[config.mk]
export PLATFORM = sky130hd
export DESIGN_NAME = cursor_line_edit_buffer
export DESIGN_NICKNAME = d
export VERILOG_FILES = /design/src/design/clebuf_pkg.sv /design/src/design/cursor_line_edit_buffer.sv /design/src/design/clebuf_cell.sv
export SDC_FILE = /design/constraint.sdc
export NUM_CORES = 1
export LEC_CHECK = 0
export ABC_CLOCK_PERIOD_IN_PS = 35200
export BUFFER_PORTS_ARGS = -buffer_cell sky130_fd_sc_hd__buf_2
export CAP_MARGIN = 25
export CORE_UTILIZATION = 60
export CTS_CLUSTER_DIAMETER = 150
export DETAILED_ROUTE_END_ITERATION = 12
export PLACE_DENSITY = 0.76
export RECOVER_POWER = 50
export SYNTH_ARGS = -nofsm -noshare
export SYNTH_HDL_FRONTEND = slang
export SYNTH_HIERARCHICAL = 1
export SYNTH_SLANG_ARGS = --single-unit
[constraint.sdc]
create_clock -name clk -period 35.2 [get_ports clk]
set_clock_uncertainty 0.1 [all_clocks]
set_input_delay 1.76 -clock clk [delete_from_list [all_inputs] [get_ports clk]]
set_output_delay 1.76 -clock clk [all_outputs]
set_load 0.02 [all_outputs]
[src/design/clebuf_pkg.sv]
// Shared types and constants for the cursor line-edit buffer.
// No dependencies; used by every other file in the design folder.
package clebuf_pkg;

  // Text capacity in characters and width of positions/counts
  localparam int CAPACITY = 63;
  localparam int IDX_W    = $clog2(CAPACITY + 1);

  // Key codes
  localparam logic [7:0] KEY_LEFT  = 8'h4C;
  localparam logic [7:0] KEY_RIGHT = 8'h52;
  localparam logic [7:0] KEY_BACK  = 8'h42;
  localparam logic [7:0] KEY_LOW_A = 8'h61;
  localparam logic [7:0] KEY_LOW_Z = 8'h7A;
  localparam logic [7:0] NEWLINE   = 8'h0A;

  // Operation codes of an input item
  localparam logic OP_KEY  = 1'b0;
  localparam logic OP_DUMP = 1'b1;

  typedef struct packed {
    logic       operation;
    logic [7:0] key;
  } in_item_t;

  typedef struct packed {
    logic [7:0] character;
    logic       last;
  } out_item_t;

  // Command broadcast to every cell of the row
  typedef struct packed {
    logic             ins;    // insert key at pivot, shift tail right
    logic             del;    // remove char at pivot, shift tail left
    logic             shl;    // shift whole row left (dump)
    logic [IDX_W-1:0] pivot;
    logic [7:0]       key;
  } cell_ctrl_t;

endpackage

[src/design/cursor_line_edit_buffer.sv]
// Cursor line-edit buffer: top level with control, cursor/length counters and cell row.
// Depends on clebuf_pkg and clebuf_cell.
//
// The text is held in order in a row of 63 character cells; the cursor is a
// position counter. A key item leaves busy low, so the next item may follow
// in the next cycle. Insert and delete shift the cells right of the cursor
// by one place. A dump item raises busy and then emits one character per
// cycle by shifting the row toward cell 0, followed by a newline marked
// last. Busy stays high until the newline comes out, and the results are
// registered. Results come out on out_valid for one cycle each and cannot
// be stalled. The buffer is empty after reset and after each dump.
module cursor_line_edit_buffer (
  input  logic                  clk,
  input  logic                  rst_n,
  input  logic                  start,
  output logic                  busy,
  input  clebuf_pkg::in_item_t  in_item,
  output logic                  out_valid,
  output clebuf_pkg::out_item_t out_item
);

  localparam logic ST_IDLE = 1'b0;
  localparam logic ST_DUMP = 1'b1;

  localparam int W = clebuf_pkg::IDX_W;
  localparam logic [W-1:0] CAP = W'(clebuf_pkg::CAPACITY);

  logic                   state_r, state_nxt;
  logic [W-1:0]           cursor_r, cursor_nxt;
  logic [W-1:0]           total_r, total_nxt;
  logic                   out_valid_r, out_valid_nxt;
  clebuf_pkg::out_item_t  out_item_r, out_item_nxt;
  clebuf_pkg::cell_ctrl_t ctrl;
  logic                   accept;
  logic [7:0]             cell_char [clebuf_pkg::CAPACITY];

  assign busy   = (state_r == ST_DUMP);
  assign accept = start && !busy;

  // Key decode, cursor/length update and dump sequencing
  always_comb begin
    state_nxt     = state_r;
    cursor_nxt    = cursor_r;
    total_nxt     = total_r;
    out_valid_nxt = 1'b0;
    out_item_nxt  = out_item_r;
    ctrl          = '0;
    ctrl.key      = in_item.key;
    ctrl.pivot    = cursor_r;

    unique case (state_r)
      ST_IDLE: begin
        if (accept && (in_item.operation == clebuf_pkg::OP_DUMP)) begin
          state_nxt  = ST_DUMP;
          cursor_nxt = '0;
        end else if (accept) begin
          unique case (in_item.key)
            clebuf_pkg::KEY_LEFT: begin
              if (cursor_r != '0) begin
                cursor_nxt = cursor_r - 1'b1;
              end
            end
            clebuf_pkg::KEY_RIGHT: begin
              if (cursor_r != total_r) begin
                cursor_nxt = cursor_r + 1'b1;
              end
            end
            clebuf_pkg::KEY_BACK: begin
              if (cursor_r != '0) begin
                ctrl.del   = 1'b1;
                ctrl.pivot = cursor_r - 1'b1;
                cursor_nxt = cursor_r - 1'b1;
                total_nxt  = total_r - 1'b1;
              end
            end
            default: begin
              if ((in_item.key >= clebuf_pkg::KEY_LOW_A) &&
                  (in_item.key <= clebuf_pkg::KEY_LOW_Z) && (total_r != CAP)) begin
                ctrl.ins   = 1'b1;
                cursor_nxt = cursor_r + 1'b1;
                total_nxt  = total_r + 1'b1;
              end
            end
          endcase
        end
      end
      ST_DUMP: begin
        out_valid_nxt = 1'b1;
        if (total_r != '0) begin
          ctrl.shl               = 1'b1;
          out_item_nxt.character = cell_char[0];
          out_item_nxt.last      = 1'b0;
          total_nxt              = total_r - 1'b1;
        end else begin
          out_item_nxt.character = clebuf_pkg::NEWLINE;
          out_item_nxt.last      = 1'b1;
          state_nxt              = ST_IDLE;
        end
      end
      default: begin
        state_nxt = ST_IDLE;
      end
    endcase
  end

  always_ff @(posedge clk) begin
    if (!rst_n) begin
      state_r     <= ST_IDLE;
      cursor_r    <= '0;
      total_r     <= '0;
      out_valid_r <= 1'b0;
    end else begin
      state_r     <= state_nxt;
      cursor_r    <= cursor_nxt;
      total_r     <= total_nxt;
      out_valid_r <= out_valid_nxt;
    end
  end

  // Result payload needs no reset
  always_ff @(posedge clk) begin
    out_item_r <= out_item_nxt;
  end

  assign out_valid = out_valid_r;
  assign out_item  = out_item_r;

  // Row of character cells, cell 0 holds the first character
  for (genvar i = 0; i < clebuf_pkg::CAPACITY; i++) begin : g_cell
    logic [7:0] left_c;
    logic [7:0] right_c;
    if (i == 0) begin : g_first
      assign left_c = 8'h00;
    end else begin : g_mid_l
      assign left_c = cell_char[i-1];
    end
    if (i == clebuf_pkg::CAPACITY - 1) begin : g_end
      assign right_c = cell_char[i];
    end else begin : g_mid_r
      assign right_c = cell_char[i+1];
    end
    clebuf_cell u_cell (
      .clk        (clk),
      .idx        (W'(i)),
      .ctrl       (ctrl),
      .left_char  (left_c),
      .right_char (right_c),
      .char_q     (cell_char[i])
    );
  end

endmodule

[src/design/clebuf_cell.sv]
// One character cell of the text row; trades data with both neighbors.
// Depends on clebuf_pkg.
module clebuf_cell (
  input  logic                           clk,
  input  logic [clebuf_pkg::IDX_W-1:0]   idx,
  input  clebuf_pkg::cell_ctrl_t         ctrl,
  input  logic [7:0]                     left_char,
  input  logic [7:0]                     right_char,
  output logic [7:0]                     char_q
);

  logic [7:0] char_r;
  logic [7:0] char_nxt;

  // Pick the new content: key, left neighbor, right neighbor or hold
  always_comb begin
    if (ctrl.ins && (idx == ctrl.pivot)) begin
      char_nxt = ctrl.key;
    end else if (ctrl.ins && (idx > ctrl.pivot)) begin
      char_nxt = left_char;
    end else if (ctrl.shl || (ctrl.del && (idx >= ctrl.pivot))) begin
      char_nxt = right_char;
    end else begin
      char_nxt = char_r;
    end
  end

  always_ff @(posedge clk) begin
    char_r <= char_nxt;
  end

  assign char_q = char_r;

endmodule

Yosys cells after proc, flatten, opt, wreduce, memory -nomap -nowiden
Cells that the tools add are included.
{ "op_classes": {"order_cmp": 127, "mux": 218, "reduce_logical": 328, "bitwise": 1, "addsub": 4, "eq_ne": 74} }
{ "op_table": {"columns": ["cell", "count"], "rows": [
  ["$mux W8", 188],
  ["$logic_and A1 B1 Y1", 192],
  ["$eq A6 B6 Y1 const A", 31],
  ["$gt A6 B6 Y1 const A", 31],
  ["$reduce_bool A3 Y1", 62],
  ["$ge A6 B6 Y1 const A", 30],
  ["$eq A5 B6 Y1 const A", 16],
  ["$ge A5 B6 Y1 const A", 16],
  ["$gt A5 B6 Y1 const A", 16],
  ["$mux W6", 14],
  ["$logic_or A1 B1 Y1", 62],
  ["$eq A4 B6 Y1 const A", 8],
  ["$ge A4 B6 Y1 const A", 8],
  ["$gt A4 B6 Y1 const A", 8],
  ["$pmux W6 S2", 3],
  ["$eq A3 B6 Y1 const A", 4],
  ["$eq A8 B7 Y1 const B", 3],
  ["$ge A3 B6 Y1 const A", 4],
  ["$gt A3 B6 Y1 const A", 4],
  ["$add A6 B1 Y6 const B", 2],
  ["$eq A2 B6 Y1 const A", 2],
  ["$ge A1 B6 Y1 const A", 2],
  ["$ge A2 B6 Y1 const A", 2],
  ["$gt A1 B6 Y1 const A", 2],
  ["other kinds (24)", 42]
]} }
{ "word_totals": {"input_bits": 12, "ff_bits": 527, "output_inout_bits": 11, "word_cells": 821} }

Longest topological paths before layout
Gate-level depths: netlist (run 1).
{ "logic_depth": {"word_depth": 13, "mapped_depth": 15, "depth_no_buf": 13} }

By module
The synthesis (run 1) kept the hierarchy.
{ "modules_own_cells": {"columns": ["module", "n_inst", "area_per_inst_um2", "cells_each", "seq_area_each_um2"], "rows": [
  ["clebuf_cell (g_cell[0].u_cell ...)", 62, 689.4, 67, 240.2],
  ["cursor_line_edit_buffer", 1, 1680.4, 196, 550.5],
  ["clebuf_cell (g_cell[53].u_cell)", 1, 616.8, 70, 240.2]
]} }

Least setup slack after synthesis (run 1)
OpenSTA, ideal clock, no wires.
{ "synth_timing": {"path_kind": "input to register", "startpoint": "input in_item[1] (netlist bit)", "endpoint": "register g_cell[0].u_cell.char_r[0], data pin", "required_time_ns": 34.795, "setup_slack_ns": 4.516, "setup_ns": 0.305, "t_arrival_ns": 30.278, "n_path_buf": 0, "cell_stages": 6, "path_cell_list": "a21o_1 -> a311o_1 -> nor3_1 -> nand3_1 -> nor2_1 -> a221oi_2"} }
{ "synth_lines": {"columns": ["item", "line_no", "text"], "rows": [
  ["start, declared", "cursor_line_edit_buffer.sv:17", "input clebuf_pkg::in_item_t in_item,"],
  ["end signal, assigned", "clebuf_cell.sv:29", "char_r <= char_nxt;"],
  ["end, declared", "clebuf_cell.sv:12", "logic [7:0] char_r;"]
]} }

==> key figures, run 1 <==
STA
  – Unrepaired setup endpoints after global routing: false
  – TNS Setup: 0 ns
  – Final worst path period need: roughly 15 ns
  – Slew HR: -222%
  – F_max: approximately 67 MHz
  – Max Transition Viols Final: 297
  – Final setup vio count: 0
  – Final period utilization: 42.3%
  – Hold Vio Cnt, Final: 0
  – Measured slew at the worst slew-check pin: 4.82 ns

Synthesis
  – Largest family of logic cells by synthesized area: compound AO/OA/AOI/OAI gates
  – FFs w/ async S/R, synth: 0%
  – Synth Instances: 4,420
  – Synthesized area per cell: 10.2 um^2
  – Post-synth EDFFs: between 500 and 600
  – Yosys reg bits: 527
  – Post-synth top flop: edfxtp_1
  – Synth Area in Compound Gates: 29.7%
  – Distinct cells, synth: 69
  – Adder-cell share of the synthesized area: between 10% and 20%
  – Sequential area share after synthesis: 34.8%
  – Ys Warns: 6
  – Simple-Gate Fraction of Synth Area: 12.7%
  – XOR/XNOR Fraction of Synth Area: 0.175%
  – Multiplexer share of the synthesized area: 0.117%
  – Synthesized area: about 45,000 um^2

Critical path
  – Crit path required time: 35.41 ns
  – Crit path kind: input pin to flip-flop
  – Max FO, Critical Path: 66
  – CP arrival: 15.10 ns
  – CP Capture Type: flip-flop
  – Critical path startpoint category: input pin

Status
  – Status: complete, but fails checks
  – Violated checks: max-capacitance violations, max-slew violations

Place
  – Final GP Congestion: roughly 0.84
  – IO buf count: 22
  – Post-DP HPWL: 74.5 mm

Global routing
  – Initial antenna violation count: 0
  – GRT Total Usage: 28.5%
  – Global-route wire length before repair: 175 mm
  – Remaining global-route overflow: 0
  – Largest net degree at the start of global routing: approximately 130
  – Vias in the first global route: 33,750

Floorplan
  – Die width: roughly 280 um
  – Core Box Area: 74,300 um^2
  – Starting density of the core: 60.6%
  – Ports: 23
  – Die H: between 200 and 300 um
  – Row cnt: 100
  – Die area: 76,200 um^2

Drt
  – Via count: 33,519
  – Wirelength, routed: 109 mm
  – Detailed Route Iter0 Violations: 2,494
  – Final ANT Viol Nets: 0
  – WL/cell: 18.4 um
  – DRT Pass-1 Iters: 6
  – Via density: roughly 5.7
  – DRC Markers: 0

Finish
  – Share of layout cells above drive strength 1: 15.8%
  – Fin util: between 60% and 70%
  – Commonest non-fill, non-tap cells in the layout: 1,397 x inv_1, 571 x nor2_1, 513 x edfxtp_1
  – Area delta synth->final: 8.51%
  – Nets: 5,292
  – Most common cell after layout, fill and taps aside: inv_1
  – Diodes inserted: 0

Worst hold path
  – Hold WC Path Type: flip-flop to flip-flop

CTS
  – Clk buf depth: 3
  – CTS Root Cell: clkbuf_16
  – CTS tree: done
  – Setup repair bufs after CTS: 0
  – Clk_lat worst skew: 0.64 ns
  – CTS Buf Count: between 50 and 60
  – Htree depth: 2
  – Post-CTS sizing: 0
  – Clock tree sinks: 527
  – Hold Buf Count CTS: 0
  – Clock Pin Slew Worst Setup and Hold Paths: 0.06 ns

Pwr
  – Maximum vdd ir drop: between 0.03 and 0.04 mV
  – Pleak: 21.3 nW
  – PD cells: 31.4 nW/um^2
  – Tot Pwr: between 1.5 and 2 mW

Flow run
  – Max-Cap Viols: 16
==> cell type report <==
type | instances | area (um^2)
timing repair buffer | 43 | 283
sequential | 527 | 15700
multi-input combinational | 2866 | 24400
clock buffer | 80 | 1660
tap | 969 | 1210
inverter | 1399 | 5250
clock inverter | 29 | 337
fill | 6000 | 25400
==> kinds of logic (layout without fill, tap and decap cells) <==
| family | Yosys count | after routing |
|---|---|---|
| buf+inv | 1411 | 1551 |
| simple gates | 1085 | 1085 |
| compound gates | 997 | 997 |
| flops | 527 | 527 |
| fa+ha+maj | 384 | 384 |
| xor+xnor | 9 | 9 |
| mux | 5 | 5 |
| other cells | 2 | 386 |
==> worst paths after layout <==
path                             from                                     to  slack [ns]  cells past startpoint
max                        in_item[6]  g_cell[14].u_cell/char_q[0]$_DFFE_PP_       20.31                     15
min           total_r[5]$_SDFFE_PN0P_                total_r[5]$_SDFFE_PN0P_        0.45                      2
max reg2reg  cursor_r[0]$_SDFFE_PN0P_  g_cell[14].u_cell/char_q[0]$_DFFE_PP_       24.39                     15
min reg2reg   total_r[5]$_SDFFE_PN0P_                total_r[5]$_SDFFE_PN0P_        0.45                      2
==> Yosys cell counts (3+ instances only) <==
cell,number,area [um^2]
a21boi_1,4,30.0
a21o_1,64,480
a21oi_1,69,345
a221oi_1,8,70.1
a221oi_2,496,7450
and2_1,75,469
and4_4,62,698
buf_2,4,20.0
clkbuf_1,5,18.8
dfxtp_1,14,280
edfxtp_1,513,15400
ha_1,384,4800
inv_1,1399,5250
mux2i_1,3,30.0
nand2_1,141,529
nand2b_1,68,425
nand3_1,71,355
nor2_1,571,2140
nor2b_4,62,853
nor3_1,6,30.0
nor4_1,3,18.8
o211ai_1,4,30.0
o21a_4,62,931
o21ai_0,14,70.1
o22ai_1,3,18.8
o2bb2ai_1,62,543
o311a_4,62,1320
o31ai_1,5,37.5
o31ai_4,62,1320
o32ai_1,63,552
or3_1,7,43.8
xnor2_1,8,70.1
==> critical path: stages <==
cell and delay (ns):
clkbuf_1 3.22, or4b_2 0.73, nor3_1 0.21, and2_0 0.20
nand2_1 0.22, clkinvlp_2 0.14, clkbuf_1 3.36, xnor2_2 0.21
clkbuf_1 1.03, clkbuf_1 2.34, ha_1 0.56, and2_1 0.18
o2bb2ai_1 0.18, o32ai_1 0.30, nand2b_1 0.36
==> state kept, by name, summed over array words and instances (netlist names) <==
| signal | flops |
|---|---|
| total_r | 6 |
| cursor_r | 6 |
| busy | 1 |
| out_item | 9 |
| g_cell.u_cell/char_q | 504 |
| out_valid | 1 |
==> through the flow <==
stage / instances / setup slack [ns] / hold WS (ns) / instance area (um^2)
after global placement: 5803 / 27.53 / 0.425 / 48000
after floorplan: 4804 / 4.52 / 0.391 / 46500
final: 5913 / 20.31 / 0.451 / 48900
after detailed placement: 5803 / 27.47 / 0.433 / 48000
after global routing: 5913 / 19.99 / 0.479 / 48900
after CTS: 5912 / 28.12 / 0.443 / 50000
==> routing by layer <==
layer / up-vias / track usage, % / wire length, um
met3: 212 / 3.22 / 6350
met2: 1009 / 49.9 / 52900
met5: - / 0 / 0
met4: 0 / 8.49 / 2970
li1: 16134 / - / -
met1: 16164 / 36.9 / 46600
==> report_power, final <==
part	switching [mW]	total (mW)	internal, mW
Sequential	0.00730	0.705	0.697
Clock	0.268	0.648	0.379
Combinational	0.114	0.181	0.0669
Note: power is estimated with default switching activity, not from simulation.
==> inputs of run 2 (changes only) <==
ABC_CLOCK_PERIOD_IN_PS = 15050   (was 35200)
clock period = 15.05 ns   (was 35.2 ns; I/O delays follow)
==> run 2 against run 1 <==
  * The flow still finishes with violations (max-capacitance violations, max-slew violations)
  * Total power rose by 130%
  * Combinational power rose by 130%
  * Design area barely moved
  * Clock power rose by 130%
  * Count of clock-buffer cells in the layout fell by 16
  * Utilization barely moved
  * Sequential power rose by 130%
  * Setup slack got worse by 15 ns
  * Non-clock buffer count did not move
  * Critical endpoint is now g_cell[22].u_cell/char_q[3]$_DFFE_PP_
  * First-iteration DRC count fell by 17%
  * Cell count barely moved
  * Hold slack got worse by 0.055 ns
==> key figures, run 2 (synthesis gave the netlist of run 1 again) <==
Status
  – Status: complete, but fails checks
  – Violated checks: max-capacitance violations, max-slew violations

Floorplan
  – Die H: ~280 um
  – Die width: about 280 um
  – Ports: 23
  – Core Box Area: between 70,000 and 80,000 um^2
  – Row cnt: 100
  – Die area: 76,200 um^2
  – Starting density of the core: 60.6%

Pwr
  – Switching power share of the total: 25.5%
  – Power share of the clock group: approximately 42%
  – P_sw: around 900 uW
  – Sequential power share: 46.7%
  – PD cells: 72.3 nW/um^2
  – Pleak: ~21 nW
  – Combinational Power Share: 11.9%
  – Internal power: 2.63 mW
  – Maximum vdd ir drop: 0.0885 mV

Critical path
  – CP top delay family: buffers and inverters
  – Critical path buffer and inverter count: 3
  – CP cell instances: clkbuf_1 -> or4b_2 -> nor3_1 -> and2_0 -> nand2_1 -> clkinvlp_2 -> xnor2_1 -> clkbuf_1 -> ha_1 -> and2_0 -> o2bb2ai_1 -> o31ai_1 -> a221oi_2
  – Critical path startpoint category: input pin
  – Cell depth of the worst setup path: 13
  – Crit path required time: 15.27 ns
  – CP Capture Type: flip-flop
  – CP arrival: 9.48 ns
  – Crit path kind: input pin to flip-flop
  – Crit-path slowest cell: clkbuf_1
  – Slowest stage delay, CP: 2.22 ns
  – Max FO, Critical Path: 44
  – Reg2reg path depth: 13

CTS
  – Setup repair bufs after CTS: 0
  – Clock tree sinks: 527
  – CTS tree: done
  – CTS Buf Count: around 60
  – CTS Root Cell: clkbuf_16
  – Post-CTS sizing: 0
  – Clock Pin Slew Worst Setup and Hold Paths: 0.06 ns
  – Clk buf depth: 3
  – Htree depth: 2
  – Hold Buf Count CTS: 0
  – Clk_lat worst skew: between 0.6 and 0.7 ns

Finish
  – Diodes inserted: 0
  – Number of flip-flops under the largest register name: ~500
  – Share of layout cells above drive strength 1: 15.9%
  – Commonest non-fill, non-tap cells in the layout: 1,397 x inv_1, 571 x nor2_1, 513 x edfxtp_1
  – Fin util: 65.7%
  – Final non-filler cell total: 5,912
  – Most common cell after layout, fill and taps aside: inv_1
  – Nets: 5,292
  – Area delta synth->final: 8.46%

Drt
  – Final ANT Viol Nets: 0
  – Wirelength, routed: 104 mm
  – DRC Markers: 0
  – WL/cell: 17.5 um
  – DRT Pass-1 Iters: 6
  – Detailed Route Iter0 Violations: 2,075
  – Via density: 5.60
  – Via count: about 33,000

Global routing
  – Initial antenna violation count: 2
  – Remaining global-route overflow: 0
  – GRT Total Usage: between 20% and 30%
  – Vias in the first global route: 33,092
  – Global-route wire length before repair: about 170 mm
  – Largest net degree at the start of global routing: 137

STA
  – Slew HR: -115%
  – Hold Vio Cnt, Final: 0
  – Unrepaired setup endpoints after global routing: false
  – F_max: 108 MHz
  – Max Transition Viols Final: 146
  – Final setup vio count: 0
  – Measured slew at the worst slew-check pin: 3.22 ns
  – TNS Setup: 0 ns
  – Final worst path period need: 9.26 ns
  – Final period utilization: 61.5%

Flow run
  – Max-Cap Viols: 7

Place
  – Dpl cells: 5,804
  – Final GP Congestion: 0.841
  – Post-DP HPWL: a little over 70 mm
  – IO buf count: 22

Worst hold path
  – Hold WC Path Type: input pin to flip-flop
  – Hold path cells: 3
-- run 2: changes by cell type in the layout (fill, tap and decap cells not counted), moves of 2 or more --
| cell | before | now |
|---|---|---|
| clkinv_2 | 7 | 15 |
| and2_1 | 29 | 33 |
| clkbuf_1 | 30 | 18 |
| and2_0 | 46 | 42 |
| buf_4 | 21 | 25 |
| a221oi_2 | 357 | 360 |
| a221oi_1 | 147 | 144 |
| clkinv_1 | 7 | 16 |
| clkbuf_8 | 8 | 0 |
| o31ai_4 | 48 | 52 |
| o31ai_1 | 20 | 16 |
| clkinvlp_4 | 4 | 2 |
-- run 2: power by group through the flow --
stage	logic (mW)	clock network [mW]	registers, mW
2_1_floorplan	0.323	0	1.67
6_report	0.419	1.46	1.65
3_5_place_dp	0.418	0	1.68
5_1_grt	0.468	1.54	1.65
3_3_place_gp	0.406	0	1.68
4_1_cts	0.422	1.49	1.65
-- run 2: final cells by class --
type	count	area [um^2]
fillers	5986	25500
flip-flops and latches	527	15700
multi-input cells	2866	24500
inverters	1399	5250
clock inverters	44	403
clock buffers	64	1520
well taps	969	1210
repair buffers	43	275
-- run 2: stage by stage --
step,power [mW],setup slack (ns),cell area [um^2],hold WS (ns)
floorplan,1.99,3.50,46500,0.391
CTS,3.55,10.05,49900,0.366
detailed placement,2.10,9.40,48000,0.427
finish,3.53,5.79,48900,0.396
global route,3.65,5.40,48900,0.405
global placement,2.08,9.41,48000,0.423
-- run 2: final timing paths --
| path | startpoint | endpoint | slack, ns |
|---|---|---|---|
| max | in_item[0] | g_cell[22].u_cell/char_q[3]$_DFFE_PP_ | 5.79 |
| min | rst_n | cursor_r[3]$_SDFFE_PN0P_ | 0.40 |
| max reg2reg | cursor_r[0]$_SDFFE_PN0P_ | g_cell[22].u_cell/char_q[3]$_DFFE_PP_ | 7.44 |
| min reg2reg | g_cell[0].u_cell/char_q[1]$_DFFE_PP_ | out_item[2]$_SDFFCE_PP1P_ | 0.43 |
-- run 2: metal layers --
layer	part of all wire (%)	global-route usage (%)
met2	48	46.8
met4	2.6	8.70
met1	44	35.6
met3	4.9	3.21
met5	0.012	0
-- run 2: worst min-delay path: cells and delay by family --
kind / cells / cell delay, ns
AND/OR/NAND/NOR: 1 / 0.09
AO/OA/AOI/OAI: 1 / 0.05
buffers and inverters: 1 / 0.19
